==> config.mk <==
export PLATFORM = sky130hd
export DESIGN_NAME = self_calibrating_rotation_alarm
export DESIGN_NICKNAME = d
export VERILOG_FILES = /design/src/scra_pkg.sv /design/src/self_calibrating_rotation_alarm.sv /design/src/scra_cfg.sv /design/src/scra_window.sv /design/src/scra_ctrl.sv
export SDC_FILE = /design/constraint.sdc
export NUM_CORES = 1
export LEC_CHECK = 0
export BUFFER_PORTS_ARGS = -buffer_cell sky130_fd_sc_hd__buf_2
export CORE_MARGIN = 2
export CORE_UTILIZATION = 30
export DETAILED_ROUTE_END_ITERATION = 8
export MAX_ROUTING_LAYER = met4
export SLEW_MARGIN = 40
export SYNTH_ARGS = -nofsm -noshare
export SYNTH_HDL_FRONTEND = slang
export SYNTH_SLANG_ARGS = --single-unit
export TNS_END_PERCENT = 30
==> constraint.sdc <==
create_clock -name clk -period 18.9 [get_ports clk]
set_input_delay 0.945 -clock clk [delete_from_list [all_inputs] [get_ports clk]]
set_output_delay 0.945 -clock clk [all_outputs]
set_load 0.005 [all_outputs]
==> src/scra_pkg.sv <==
// Shared types and constants for the rotation alarm.
package scra_pkg;

    localparam int SCRA_WINDOW = 10;

    localparam int MOVE_FACTOR = 5;

    localparam logic signed [15:0] POS_SENTINEL = 16'sd23041;
    localparam logic signed [15:0] NEG_SENTINEL = -16'sd23041;

    localparam logic [11:0] THRESHOLD_RST   = 12'd64;
    localparam logic [9:0]  MAX_RUNS_RST    = 10'd100;
    localparam logic [15:0] RESET_TICKS_RST = 16'd300;

    localparam int RUN_W = 11;

    typedef enum logic [1:0] {
        REG_THRESHOLD   = 2'd0,
        REG_MAX_RUNS    = 2'd1,
        REG_RESET_TICKS = 2'd2
    } reg_idx_t;

    typedef enum logic [1:0] {
        PHASE_WAIT  = 2'd0,
        PHASE_CAL   = 2'd1,
        PHASE_ARMED = 2'd2,
        PHASE_TRIG  = 2'd3
    } phase_t;

    typedef enum logic [1:0] {
        TRACK_NONE   = 2'd0,
        TRACK_MOVING = 2'd1,
        TRACK_STILL  = 2'd2
    } track_t;

    typedef struct packed {
        logic [11:0] threshold;
        logic [9:0]  max_runs;
        logic [15:0] reset_ticks;
    } cfg_t;

    typedef struct packed {
        logic clear;  // empty the window before this beat's sample
        logic push;   // add this beat's sample
    } win_cmd_t;

    typedef struct packed {
        phase_t             phase;
        track_t             track;
        logic               pulse;
        logic signed [15:0] min_angle;
        logic signed [15:0] max_angle;
    } result_t;

endpackage

==> src/self_calibrating_rotation_alarm.sv <==
// Rotation alarm top level: input register, config, control, window, result register.
//
//  channel  | handshake                   | payload
//  ---------+-----------------------------+-----------------------------------------------
//  sample   | sample_valid / sample_stall | yaw, tracker_visible, reset_request
//  result   | result_valid / result_stall | phase_status, tracker_status, trigger_pulse,
//           |                             | min_angle, max_angle
//  config   | psel, penable, pwrite       | paddr, pwdata, prdata (pready tied high)
//
//  One beat per cycle unless results stall; a sample passes input, then result register.
//  All state updates per beat from the input register, via the window sum and compare.
//  Reset clears the phase state and empties the window; no clearing pass is needed.
//  A stalled result holds; the input register keeps one more beat, then sample_stall rises.
module self_calibrating_rotation_alarm #(
    parameter int WINDOW = scra_pkg::SCRA_WINDOW
) (
    input  logic                clk,
    input  logic                rst_n,
    input  logic                sample_valid,
    output logic                sample_stall,
    input  logic signed [15:0]  yaw,
    input  logic                tracker_visible,
    input  logic                reset_request,
    output logic                result_valid,
    input  logic                result_stall,
    output logic [1:0]          phase_status,
    output logic [1:0]          tracker_status,
    output logic                trigger_pulse,
    output logic signed [15:0]  min_angle,
    output logic signed [15:0]  max_angle,
    input  logic                psel,
    input  logic                penable,
    input  logic                pwrite,
    input  logic [3:0]          paddr,
    input  logic [31:0]         pwdata,
    output logic [31:0]         prdata,
    output logic                pready
);
    import scra_pkg::*;

    logic               s1_valid_reg;
    logic signed [15:0] s1_yaw_reg;
    logic               s1_vis_reg;
    logic               s1_req_reg;
    logic               result_valid_reg;
    result_t            result_reg;

    logic               advance;
    logic               step;
    logic               accept;
    cfg_t               cfg;
    win_cmd_t           cmd;
    result_t            res;
    logic               moving;

    assign advance      = !result_valid_reg || !result_stall;
    assign step         = s1_valid_reg && advance;
    assign sample_stall = s1_valid_reg && !advance;
    assign accept       = sample_valid && !sample_stall;

    scra_cfg u_cfg (
        .clk     (clk),
        .rst_n   (rst_n),
        .psel    (psel),
        .penable (penable),
        .pwrite  (pwrite),
        .paddr   (paddr),
        .pwdata  (pwdata),
        .prdata  (prdata),
        .pready  (pready),
        .cfg     (cfg)
    );

    scra_window #(
        .WINDOW (WINDOW)
    ) u_window (
        .clk       (clk),
        .rst_n     (rst_n),
        .cmd       (cmd),
        .yaw       (s1_yaw_reg),
        .threshold (cfg.threshold),
        .moving    (moving)
    );

    scra_ctrl u_ctrl (
        .clk     (clk),
        .rst_n   (rst_n),
        .step    (step),
        .yaw     (s1_yaw_reg),
        .visible (s1_vis_reg),
        .req     (s1_req_reg),
        .cfg     (cfg),
        .moving  (moving),
        .cmd     (cmd),
        .res     (res)
    );

    always_ff @(posedge clk or negedge rst_n)
    begin
        if (!rst_n)
        begin
            s1_valid_reg     <= 1'b0;
            result_valid_reg <= 1'b0;
        end
        else
        begin
            if (accept)
                s1_valid_reg <= 1'b1;
            else if (step)
                s1_valid_reg <= 1'b0;

            if (step)
                result_valid_reg <= 1'b1;
            else if (!result_stall)
                result_valid_reg <= 1'b0;
        end
    end

    always_ff @(posedge clk)
    begin
        if (accept)
        begin
            s1_yaw_reg <= yaw;
            s1_vis_reg <= tracker_visible;
            s1_req_reg <= reset_request;
        end
        if (step)
            result_reg <= res;
    end

    assign result_valid   = result_valid_reg;
    assign phase_status   = result_reg.phase;
    assign tracker_status = result_reg.track;
    assign trigger_pulse  = result_reg.pulse;
    assign min_angle      = result_reg.min_angle;
    assign max_angle      = result_reg.max_angle;

    assert property (@(posedge clk) disable iff (!rst_n)
        sample_stall |-> (result_valid_reg && result_stall))
        else $error("input held while result slot free");

    assert property (@(posedge clk) disable iff (!rst_n)
        (result_valid_reg && result_stall) |=> (result_valid_reg && $stable(result_reg)))
        else $error("stalled result lost or changed");

    assert property (@(posedge clk) disable iff (!rst_n)
        (cmd.clear || cmd.push) |-> step)
        else $error("window updated without a beat");

endmodule

==> src/scra_cfg.sv <==
// APB register file: threshold, max_runs, reset_ticks.
module scra_cfg (
    input  logic                clk,
    input  logic                rst_n,
    input  logic                psel,
    input  logic                penable,
    input  logic                pwrite,
    input  logic [3:0]          paddr,
    input  logic [31:0]         pwdata,
    output logic [31:0]         prdata,
    output logic                pready,
    output scra_pkg::cfg_t      cfg
);
    import scra_pkg::*;

    logic [11:0] threshold_reg;
    logic [9:0]  max_runs_reg;
    logic [15:0] reset_ticks_reg;
    logic        wr_en;
    reg_idx_t    idx;

    assign pready = 1'b1;
    assign wr_en  = psel && penable && pwrite;
    assign idx    = reg_idx_t'(paddr[3:2]);

    always_ff @(posedge clk or negedge rst_n)
    begin
        if (!rst_n)
        begin
            threshold_reg   <= THRESHOLD_RST;
            max_runs_reg    <= MAX_RUNS_RST;
            reset_ticks_reg <= RESET_TICKS_RST;
        end
        else if (wr_en)
        begin
            unique case (idx)
                REG_THRESHOLD:   threshold_reg   <= pwdata[11:0];
                REG_MAX_RUNS:    max_runs_reg    <= pwdata[9:0];
                REG_RESET_TICKS: reset_ticks_reg <= pwdata[15:0];
                default:         ;
            endcase
        end
    end

    always_comb
    begin
        unique case (idx)
            REG_THRESHOLD:   prdata = {20'd0, threshold_reg};
            REG_MAX_RUNS:    prdata = {22'd0, max_runs_reg};
            REG_RESET_TICKS: prdata = {16'd0, reset_ticks_reg};
            default:         prdata = 32'd0;
        endcase
    end

    assign cfg.threshold   = threshold_reg;
    assign cfg.max_runs    = max_runs_reg;
    assign cfg.reset_ticks = reset_ticks_reg;

endmodule

==> src/scra_window.sv <==
// Sliding yaw window with running sum and the division-free movement test.
module scra_window #(
    parameter int WINDOW = scra_pkg::SCRA_WINDOW
) (
    input  logic                 clk,
    input  logic                 rst_n,
    input  scra_pkg::win_cmd_t   cmd,
    input  logic signed [15:0]   yaw,
    input  logic [11:0]          threshold,
    output logic                 moving
);
    import scra_pkg::*;

    localparam int HW = (WINDOW > 1) ? $clog2(WINDOW) : 1;
    localparam int FW = $clog2(WINDOW + 1);
    localparam int SW = 16 + HW;
    localparam int DW = SW + 2;
    localparam logic [HW-1:0]        LAST  = HW'(WINDOW - 1);
    localparam logic [FW-1:0]        FULL  = FW'(WINDOW);
    localparam logic signed [DW-1:0] WIN_S = DW'(WINDOW);
    localparam logic [DW-1:0]        LIM_K = DW'(MOVE_FACTOR * WINDOW);

    logic signed [15:0]   yaw_window_reg [WINDOW];
    logic signed [SW-1:0] window_sum_reg;
    logic [FW-1:0]        window_fill_reg;
    logic [HW-1:0]        window_head_reg;

    logic [FW-1:0]        eff_fill;
    logic [HW-1:0]        eff_head;
    logic signed [SW-1:0] eff_sum;
    logic                 full_before;
    logic signed [15:0]   old_yaw;
    logic signed [SW-1:0] window_sum_next;
    logic [FW-1:0]        window_fill_next;
    logic [HW-1:0]        window_head_next;
    logic signed [DW-1:0] scaled_yaw;
    logic signed [DW-1:0] diff;
    logic [DW-1:0]        diff_mag;
    logic [DW-1:0]        limit;

    always_comb
    begin
        eff_fill    = cmd.clear ? '0 : window_fill_reg;
        eff_head    = cmd.clear ? '0 : window_head_reg;
        eff_sum     = cmd.clear ? '0 : window_sum_reg;
        full_before = (eff_fill == FULL);
        old_yaw     = full_before ? yaw_window_reg[eff_head] : 16'sd0;

        window_sum_next  = eff_sum - SW'(old_yaw) + SW'(yaw);
        window_fill_next = full_before ? eff_fill : eff_fill + 1'b1;
        window_head_next = (eff_head == LAST) ? '0 : eff_head + 1'b1;

        // |sum - N*yaw| > 5*thr*N stands in for |mean - yaw| > 5*thr
        scaled_yaw = DW'(yaw) * WIN_S;
        diff       = DW'(window_sum_next) - scaled_yaw;
        diff_mag   = diff[DW-1] ? DW'(-diff) : DW'(diff);
        limit      = DW'(threshold) * LIM_K;

        moving = cmd.push && (window_fill_next == FULL) && (diff_mag > limit);
    end

    always_ff @(posedge clk or negedge rst_n)
    begin
        if (!rst_n)
        begin
            window_sum_reg  <= '0;
            window_fill_reg <= '0;
            window_head_reg <= '0;
        end
        else if (cmd.push && !moving)
        begin
            window_sum_reg  <= window_sum_next;
            window_fill_reg <= window_fill_next;
            window_head_reg <= window_head_next;
        end
        else if (cmd.push || cmd.clear)
        begin
            window_sum_reg  <= '0;
            window_fill_reg <= '0;
            window_head_reg <= '0;
        end
    end

    always_ff @(posedge clk)
    begin
        if (cmd.push && !moving)
        begin
            yaw_window_reg[eff_head] <= yaw;
        end
    end

    assert property (@(posedge clk) disable iff (!rst_n)
        window_fill_reg <= FULL)
        else $error("window fill beyond depth");

    assert property (@(posedge clk) disable iff (!rst_n)
        (window_fill_reg != FULL) |-> (window_head_reg == HW'(window_fill_reg)))
        else $error("window head out of step with fill");

endmodule

==> src/scra_ctrl.sv <==
// Phase control: reset timer, calibration extremes, arming and trigger.
module scra_ctrl (
    input  logic                 clk,
    input  logic                 rst_n,
    input  logic                 step,
    input  logic signed [15:0]   yaw,
    input  logic                 visible,
    input  logic                 req,
    input  scra_pkg::cfg_t       cfg,
    input  logic                 moving,
    output scra_pkg::win_cmd_t   cmd,
    output scra_pkg::result_t    res
);
    import scra_pkg::*;

    logic [RUN_W-1:0]   run_count_reg,   run_count_next;
    logic signed [15:0] lowest_yaw_reg,  lowest_yaw_next;
    logic signed [15:0] highest_yaw_reg, highest_yaw_next;
    logic [15:0]        timer_count_reg, timer_count_next;
    logic               timer_active_reg, timer_active_next;

    logic               go_idle;
    logic               push;
    logic [RUN_W-1:0]   runs;
    logic [15:0]        timer_dec;
    logic signed [17:0] low_bound;
    logic signed [17:0] high_bound;
    logic signed [17:0] yaw_x;

    always_comb
    begin
        runs = (cfg.max_runs == '0) ? RUN_W'(1) : RUN_W'(cfg.max_runs);

        timer_active_next = timer_active_reg;
        timer_count_next  = timer_count_reg;
        go_idle           = 1'b0;
        timer_dec         = (timer_count_reg != '0) ? timer_count_reg - 1'b1 : timer_count_reg;

        if (timer_active_reg)
        begin
            timer_count_next = timer_dec;
            if (timer_dec == '0)
            begin
                timer_active_next = 1'b0;
                go_idle           = 1'b1;
            end
        end
        if (req)
        begin
            timer_active_next = 1'b0;
            timer_count_next  = '0;
            go_idle           = 1'b1;
        end

        run_count_next   = go_idle ? '0 : run_count_reg;
        lowest_yaw_next  = go_idle ? POS_SENTINEL : lowest_yaw_reg;
        highest_yaw_next = go_idle ? NEG_SENTINEL : highest_yaw_reg;

        push       = visible && (run_count_next < runs);
        yaw_x      = 18'(yaw);
        low_bound  = 18'(lowest_yaw_next) - 18'(signed'({1'b0, cfg.threshold}));
        high_bound = 18'(highest_yaw_next) + 18'(signed'({1'b0, cfg.threshold}));

        res.phase     = PHASE_WAIT;
        res.track     = TRACK_NONE;
        res.pulse     = 1'b0;

        if (visible)
        begin
            if (push)
            begin
                res.phase = PHASE_CAL;
                if (moving)
                begin
                    res.track        = TRACK_MOVING;
                    run_count_next   = '0;
                    lowest_yaw_next  = POS_SENTINEL;
                    highest_yaw_next = NEG_SENTINEL;
                end
                else
                begin
                    res.track = TRACK_STILL;
                    if (yaw < lowest_yaw_next)
                        lowest_yaw_next = yaw;
                    if (yaw > highest_yaw_next)
                        highest_yaw_next = yaw;
                    run_count_next = run_count_next + 1'b1;
                end
            end
            else if (run_count_next == runs)
            begin
                // arming beat: no measurement
                run_count_next = runs + 1'b1;
                res.phase      = PHASE_ARMED;
                res.track      = TRACK_STILL;
            end
            else
            begin
                res.track = TRACK_STILL;
                if ((yaw_x < low_bound || yaw_x > high_bound) && !timer_active_next)
                begin
                    timer_active_next = 1'b1;
                    timer_count_next  = (cfg.reset_ticks == '0) ? 16'd1 : cfg.reset_ticks;
                    res.pulse         = 1'b1;
                end
                res.phase = timer_active_next ? PHASE_TRIG : PHASE_ARMED;
            end
        end

        res.min_angle = lowest_yaw_next;
        res.max_angle = highest_yaw_next;

        cmd.clear = step && go_idle;
        cmd.push  = step && push;
    end

    always_ff @(posedge clk or negedge rst_n)
    begin
        if (!rst_n)
        begin
            run_count_reg    <= '0;
            lowest_yaw_reg   <= POS_SENTINEL;
            highest_yaw_reg  <= NEG_SENTINEL;
            timer_count_reg  <= '0;
            timer_active_reg <= 1'b0;
        end
        else if (step)
        begin
            run_count_reg    <= run_count_next;
            lowest_yaw_reg   <= lowest_yaw_next;
            highest_yaw_reg  <= highest_yaw_next;
            timer_count_reg  <= timer_count_next;
            timer_active_reg <= timer_active_next;
        end
    end

    assert property (@(posedge clk) disable iff (!rst_n)
        timer_active_reg |-> (timer_count_reg != '0))
        else $error("timer active with zero count");

    assert property (@(posedge clk) disable iff (!rst_n)
        (run_count_reg != '0) |-> (lowest_yaw_reg <= highest_yaw_reg))
        else $error("calibrated extremes crossed");

    assert property (@(posedge clk) disable iff (!rst_n)
        (step && res.pulse) |=> timer_active_reg)
        else $error("trigger did not start the timer");

endmodule
Yosys cells after proc, flatten, opt, wreduce, memory -nomap -nowiden
Memory sizes are Yosys's and may differ from the RTL's.
Cells that the tools add are included.
{"block": "op_classes", "n_addsub": 11, "mul": 2, "div": 0, "magnitude_cmp": 6, "n_eq_ne": 7, "shifts": 0, "n_mux": 61, "bitwise": 1, "n_reduce_logical": 33}
{"operator": "$mux 16", "count": 19}
{"operator": "$mux 20", "count": 3}
{"operator": "$mux 11", "count": 5}
{"operator": "$pmux 16 s3", "count": 1}
{"operator": "$logic_not 16->1", "count": 2}
{"operator": "$mux 4", "count": 7}
{"operator": "$add 11x1->11 const B", "count": 2}
{"operator": "$gt 22x18->1", "count": 1}
{"operator": "$mux 22", "count": 1}
{"operator": "$neg 22->22", "count": 1}
{"operator": "$sub 20x21->22", "count": 1}
{"operator": "$mux 1", "count": 21}
{"operator": "$add 20x16->20", "count": 1}
{"operator": "$mul 16x4->20 const B", "count": 1}
{"operator": "$sub 20x16->20", "count": 1}
{"operator": "$add 16x13->17", "count": 1}
{"operator": "$gt 16x17->1", "count": 1}
{"operator": "$lt 16x17->1", "count": 1}
{"operator": "$mul 12x5->17 const B", "count": 1}
{"operator": "$sub 16x13->17", "count": 1}
{"operator": "$gt 16x16->1", "count": 1}
{"operator": "$lt 16x16->1", "count": 1}
{"operator": "$reduce_bool 16->1", "count": 1}
{"operator": "$sub 16x1->16 const B", "count": 1}
{"operator": "20 further kinds", "count": 45}
{"block": "word_totals", "reg_bits": 183, "latchBits": 0, "ram_bits": 160, "rom_bits": 0, "inputBits": 61, "out_inout_bits": 72, "wordCells": 144, "mem_count": 1}
{"memory": "u_window.yaw_window_reg", "depth": 10, "width": 16, "read_ports": 1, "rd_ports_with_merged_regs": 0, "write_ports": 1, "line_no": "scra_window.sv:23", "rtl": "logic signed [15:0] yaw_window_reg [WINDOW];"}

Depth between registers and ports, before layout
{"block": "depth", "word_depth": 21, "mapped_depth": 62, "ltp_nobuf": 54}

By module
Synthesis repeated with hierarchy kept, for this count alone.
{"block": "unflattened", "cells_unflattened": 2436, "hier_area_um2": 24350.9}
{"module": "scra_window", "instances": 1, "cells_per_inst": 1219, "area_per_inst_um2": 12917.4, "seq_area_each_um2": 5505.3}
{"module": "scra_ctrl", "instances": 1, "cells_per_inst": 1008, "area_per_inst_um2": 7792.5, "seq_area_each_um2": 1522.7}
{"module": "scra_cfg", "instances": 1, "cells_per_inst": 146, "area_per_inst_um2": 1896.8, "seq_area_each_um2": 960.9}
{"module": "self_calibrating_rotation_alarm", "instances": 1, "cells_per_inst": 63, "area_per_inst_um2": 1744.2, "seq_area_each_um2": 1701.6}

Worst setup path before layout
OpenSTA, ideal clock, no wires.
{"block": "synth_timing", "kind": "flip-flop to flip-flop", "start": "register u_ctrl.timer_count_reg[0]", "end": "memory u_window.yaw_window_reg[5][0], enable pin", "setup_ns": 0.430, "t_arrival_ns": 12.304, "t_required_ns": 18.470, "slack_ns": 6.166, "path_stages_with_launch": 58, "path_buffers": 8, "period_less_slack_ns": 12.734, "path_cell_list": "dfrtp_1 > inv_1 > ha_1 > nor2b_1 > and2_1 > buf_2 > a21oi_1 > nor4_1 > and4bb_2 > a21o_1 > buf_2 > nand2_1 > clkbuf_1 > clkbuf_1 > and2_1 > inv_1 > ha_1 > nand2_1 > [22 not listed] > a31oi_1 > clkbuf_1 > nor2_1 > xnor2_1 > ha_1 > a21o_1 > a21o_1 > a21o_1 > a21oi_1 > nor2b_1 > o311ai_0 > a21o_1 > a21o_1 > nand4_2 > o31ai_4 > nand2_1 > buf_2 > nor4_1"}
{"block": "synth_via", "elab_chain_len": 21, "elab_cells_between_ends": 33}
{"item": "start: declaration", "line_no": "scra_ctrl.sv:19", "rtl": "logic [15:0] timer_count_reg, timer_count_next;"}
{"item": "start signal: assignment", "line_no": "scra_ctrl.sv:132", "rtl": "timer_count_reg <= timer_count_next;"}
{"item": "$sub 16x1->16 / $reduce_bool 16->1 (equally long branches)", "line_no": "scra_ctrl.sv:37", "rtl": "timer_dec = (timer_count_reg != '0) ? timer_count_reg - 1'b1 : timer_count_reg;"}
{"item": "$mux 16 (*)", "line_no": "scra_ctrl.sv:37"}
{"item": "$logic_not 16->1 (*)", "line_no": "scra_ctrl.sv:42", "rtl": "if (timer_dec == '0)"}
{"item": "$mux 1 (*)", "line_no": "scra_ctrl.sv:42"}
{"item": "$mux 1 (*)", "line_no": "scra_ctrl.sv:39", "rtl": "if (timer_active_reg)"}
{"item": "$mux 1 (*)", "line_no": "scra_ctrl.sv:48", "rtl": "if (req)"}
{"item": "$logic_and 1x1->1", "line_no": "scra_ctrl.sv:113", "rtl": "cmd.clear = step && go_idle;"}
{"item": "$mux 4, on equally long branches", "line_no": "scra_window.sv:44, scra_window.sv:43"}
{"item": "[5 not listed]"}
{"item": "$neg 22->22", "line_no": "scra_window.sv:56", "rtl": "diff_mag = diff[DW-1] ? DW'(-diff) : DW'(diff);"}
{"item": "$mux 22", "line_no": "scra_window.sv:56"}
{"item": "$gt 22x18->1", "line_no": "scra_window.sv:59", "rtl": "moving = cmd.push && (window_fill_next == FULL) && (diff_mag > limit);"}
{"item": "$logic_and 1x1->1", "line_no": "scra_window.sv:59"}
{"item": "$logic_not 1->1", "line_no": "scra_window.sv:86", "rtl": "if (cmd.push && !moving)"}
{"item": "$logic_and 1x1->1", "line_no": "scra_window.sv:86"}
{"item": "$mux 1", "line_no": "scra_window.sv:86"}
{"item": "$mux 1 (not written as such)", "line_no": "scra_window.sv:88", "rtl": "yaw_window_reg[eff_head] <= yaw;"}
{"item": "end: declaration", "line_no": "scra_window.sv:23"}
Mark *: on every way between the ends. The rest lies on a longest branch, timed or not.

==> impl_metrics.csv <==
group,metric,value,unit
die,initial_core_util,30.2,%
layout,fillers,7983,
logic_synthesis,synth_seq_cells,343,
global_routing,grt_pass1_vias,17900,
logic_synthesis,mappedNetlistArea,23800,µm²
clock_network,htree_levels,2,
logic_synthesis,synth_most_common_cell,"ha_1",
timing,fin_skew,0.0237,ns
clock_network,numCtsBuffers,37,
clock_network,clock_latency,0.58,ns
timing,maxSlewHeadroom,44.5,%
timing,fin_hold_ws,0.387,ns
worst_setup_path,path_class,"reg -> reg",
logic_synthesis,yosysTopAreaCell,"edfxtp_1",
run,drv_cap,0,
power_and_ir_drop,total_leakage_power,11.2,nW
die,core-area,78900,µm²
timing,min_period,13.78,ns
global_routing,antenna_found_initial,4,
logic_synthesis,synth.area.top_cells,"edfxtp_1, ha_1, dfrtp_1",
worst_setup_path,worstPathArrival,14.13,ns
logic_synthesis,syn_inst,2413,
route,drtAntennaViolNets,0,
logic_synthesis,synth.distinct_cells,99,
worst_setup_path,crit_slowest_cell,"clkinv_1",
die,die_w,286,µm
timing,period_share,72.9,%
clock_network,cts_tree,"yes",
layout,seq_area,9690,µm²
route,drtPass1Iterations,7,
worst_setup_path,worstSetupEndpointType,"register",
timing,hold_viol_final,0,
clock_network,post_cts_buffers,0,
worst_hold_path,hold_class,"in -> async",
timing,fmax,72.6,MHz
route,num_vias,18800,
worst_setup_path,worstPathRequired,19.25,ns
route,viasPerCell,5.24,
worst_setup_path,cp_num_buf_inv,6,
layout,largest_reg_flops,160,
layout,multi_input_area,13000,µm²
power_and_ir_drop,total_power,4.95,mW
clock_network,cts_resized,0,
global_routing,grt_overflow,0,
die,ios,133,
timing,fin_setup_tns,0,ns
global_routing,grt.total_usage,17.4,%
power_and_ir_drop,p_per_area,184,nW/µm²
layout,nNetsFinal,2819,
route,wl_per_cell,19.6,µm
clock_network,clock-sinks,343,
global_routing,grt_max_degree,68,
layout,drive_gt1_share,12.4,%
logic_synthesis,synth_edf_count,215,
worst_setup_path,critPathMaxFanout,27,
logic_synthesis,synth_area_per_cell,9.88,µm²
power_and_ir_drop,worst_ir_drop_vdd,0.158,mV
clock_network,cts_root_buf,"clkbuf_16",
logic_synthesis,yosysSeqAreaShare,40.7,%
timing,tightest_slew,0.833,ns
timing,drv_slew,0,
timing,setup_violations,0,
route,wirelength,70100,µm
worst_setup_path,cp.depth,54,
outcome,status,"finished clean",
layout,finalNonFillerCells,3578,
route,dr.first_iter.drc_count,1539,
layout,area_delta_synth_final,12.8,%
placed_design,gp_congestion,0.891,
clock_network,cts_hold_buf,0,
die,die-area,81700,µm²
die,rows,103,
timing,rsz0062_at_grt,"no",
layout,final_util,34.1,%
logic_synthesis,async_flop_share,37.3,%
clock_network,cts_buffer_depth,3,
worst_setup_path,cp-start-kind,"register",
route,drc_errors,0,
logic_synthesis,synth_top_area_share,27.1,%
clock_network,clk_pin_slew,0.07,ns
placed_design,dpl.cell_count,3508,
worst_setup_path,critPathMaxStageDelay,0.56,ns
logic_synthesis,ys.flop_type,"edfxtp_1",
logic_synthesis,synth_common_cells,"ha_1, edfxtp_1, nand2_1, inv_1, a21oi_1",
worst_setup_path,worstRegToRegCells,54,
global_routing,grt_pass1_wl,106000,µm
placed_design,io_buffers,97,
worst_setup_path,crit_family,"compound AO/OA/AOI/OAI gates",
worst_setup_path,cpMostUsedCell,"a21o_1",
die,die_h,286,µm
placed_design,dpl.hpwl,49600,µm
logic_synthesis,ys_warn_count,0,
## cell usage in the layout, fill, tap and decap left out, types with 8 or more instances in the layout
master     count
ha_1         231
edfxtp_1     215
inv_1        198
nand2_1      198
a21oi_1      167
nor2_1       144
o21ai_0      137
dfrtp_1      101
buf_2         96
xnor2_1       69
nand3_1       65
mux2i_1       65
a21o_1        60
buf_4         42
nor3_1        39
xor2_1        39
o22ai_1       38
clkbuf_16     37
nand2b_1      35
mux2_2        34
fa_1          30
nand4_1       27
o21a_1        25
dfstp_2       25
and2_1        24
or3_1         24
nor4_1        23
nor2b_1       22
a211oi_1      20
o32a_1        17
conb_1        17
a31oi_1       16
o21bai_1      11
o2111ai_1     11
clkbuf_1      10
a21boi_0       9
o211ai_1       8
o2bb2ai_1      8
a22oi_1        8
## kinds of logic (layout without fill, tap and decap cells)
family	after synthesis	count (layout)	share of synthesized area [%]
buffers and inverters	314	412	5.45
xor gates and xnor gates	108	108	3.97
other	2	19	0.0315
AOI/OAI and AO/OA	620	620	17.0
adders and majority gates	261	261	14.6
muxes	104	104	4.81
and+or+nand+nor	661	661	13.4
DFF	343	343	40.7
## path summary, 6_finish.rpt
| path | start | end | slack (ns) |
|---|---|---|---|
| min | rst_n | result_valid$_DFFE_PN0P_ | 0.39 |
| max | u_ctrl.timer_count_reg[0]$_DFFE_PN0P_ | min_angle[7]$_DFFE_PP_ | 5.12 |
| max reg2reg | u_ctrl.timer_count_reg[0]$_DFFE_PN0P_ | min_angle[7]$_DFFE_PP_ | 5.12 |
| min in group clk | u_ctrl.highest_yaw_reg[0]$_DFFE_PN1P_ | u_ctrl.highest_yaw_reg[0]$_DFFE_PN1P_ | 0.51 |
| min reg2reg | u_ctrl.highest_yaw_reg[0]$_DFFE_PN1P_ | u_ctrl.highest_yaw_reg[0]$_DFFE_PN1P_ | 0.51 |
| max in group asynchronous | rst_n | u_window.window_head_reg[0]$_DFFE_PN0P_ | 17.36 |
## cell type report
cell class	instances	area share [%]
Antenna cell	2	0.0186
Clock buffer	48	3.64
Clock inverter	20	0.880
Inverter	200	2.79
Multi-Input combinational cell	1771	48.5
Sequential cell	343	36.1
Tap cell	1050	4.89
Timing Repair Buffer	144	3.21
## stage by stage
| stage | worst slack [ns] | area (µm²) |
|---|---|---|
| after CTS | 4.97 | 26900 |
| final | 5.12 | 26900 |
| after global placement | 4.73 | 25600 |
| after detailed placement | 5.07 | 25700 |
| after floorplan | 6.17 | 23900 |
| after global routing | 4.10 | 26900 |
## worst register-to-register path, delay by kind of cell (launching register included)
| family | cells | cell delay (ns) |
|---|---|---|
| AOI/OAI and AO/OA | 24 | 5.23 |
| xor gates and xnor gates | 2 | 0.51 |
| adders and majority gates | 7 | 1.96 |
| buffers and inverters | 6 | 1.09 |
| DFF | 1 | 0.41 |
| and+or+nand+nor | 15 | 4.32 |
## where the power goes
group          leakage, nW  switching [mW]  internal, mW
Sequential            3.54           0.107         0.905
Combinational         7.07            1.91          1.29
Clock                0.580           0.326         0.415
## routing by layer
metal  vias up  wire [µm]  track usage (%)
li1       8943          -                -
met1      9157      31900             22.9
met2       536      32000             27.1
met3       122       3920             2.71
met4         0       2290             5.89
met5         -          0                -
Note: power is estimated with default switching activity, not from simulation.
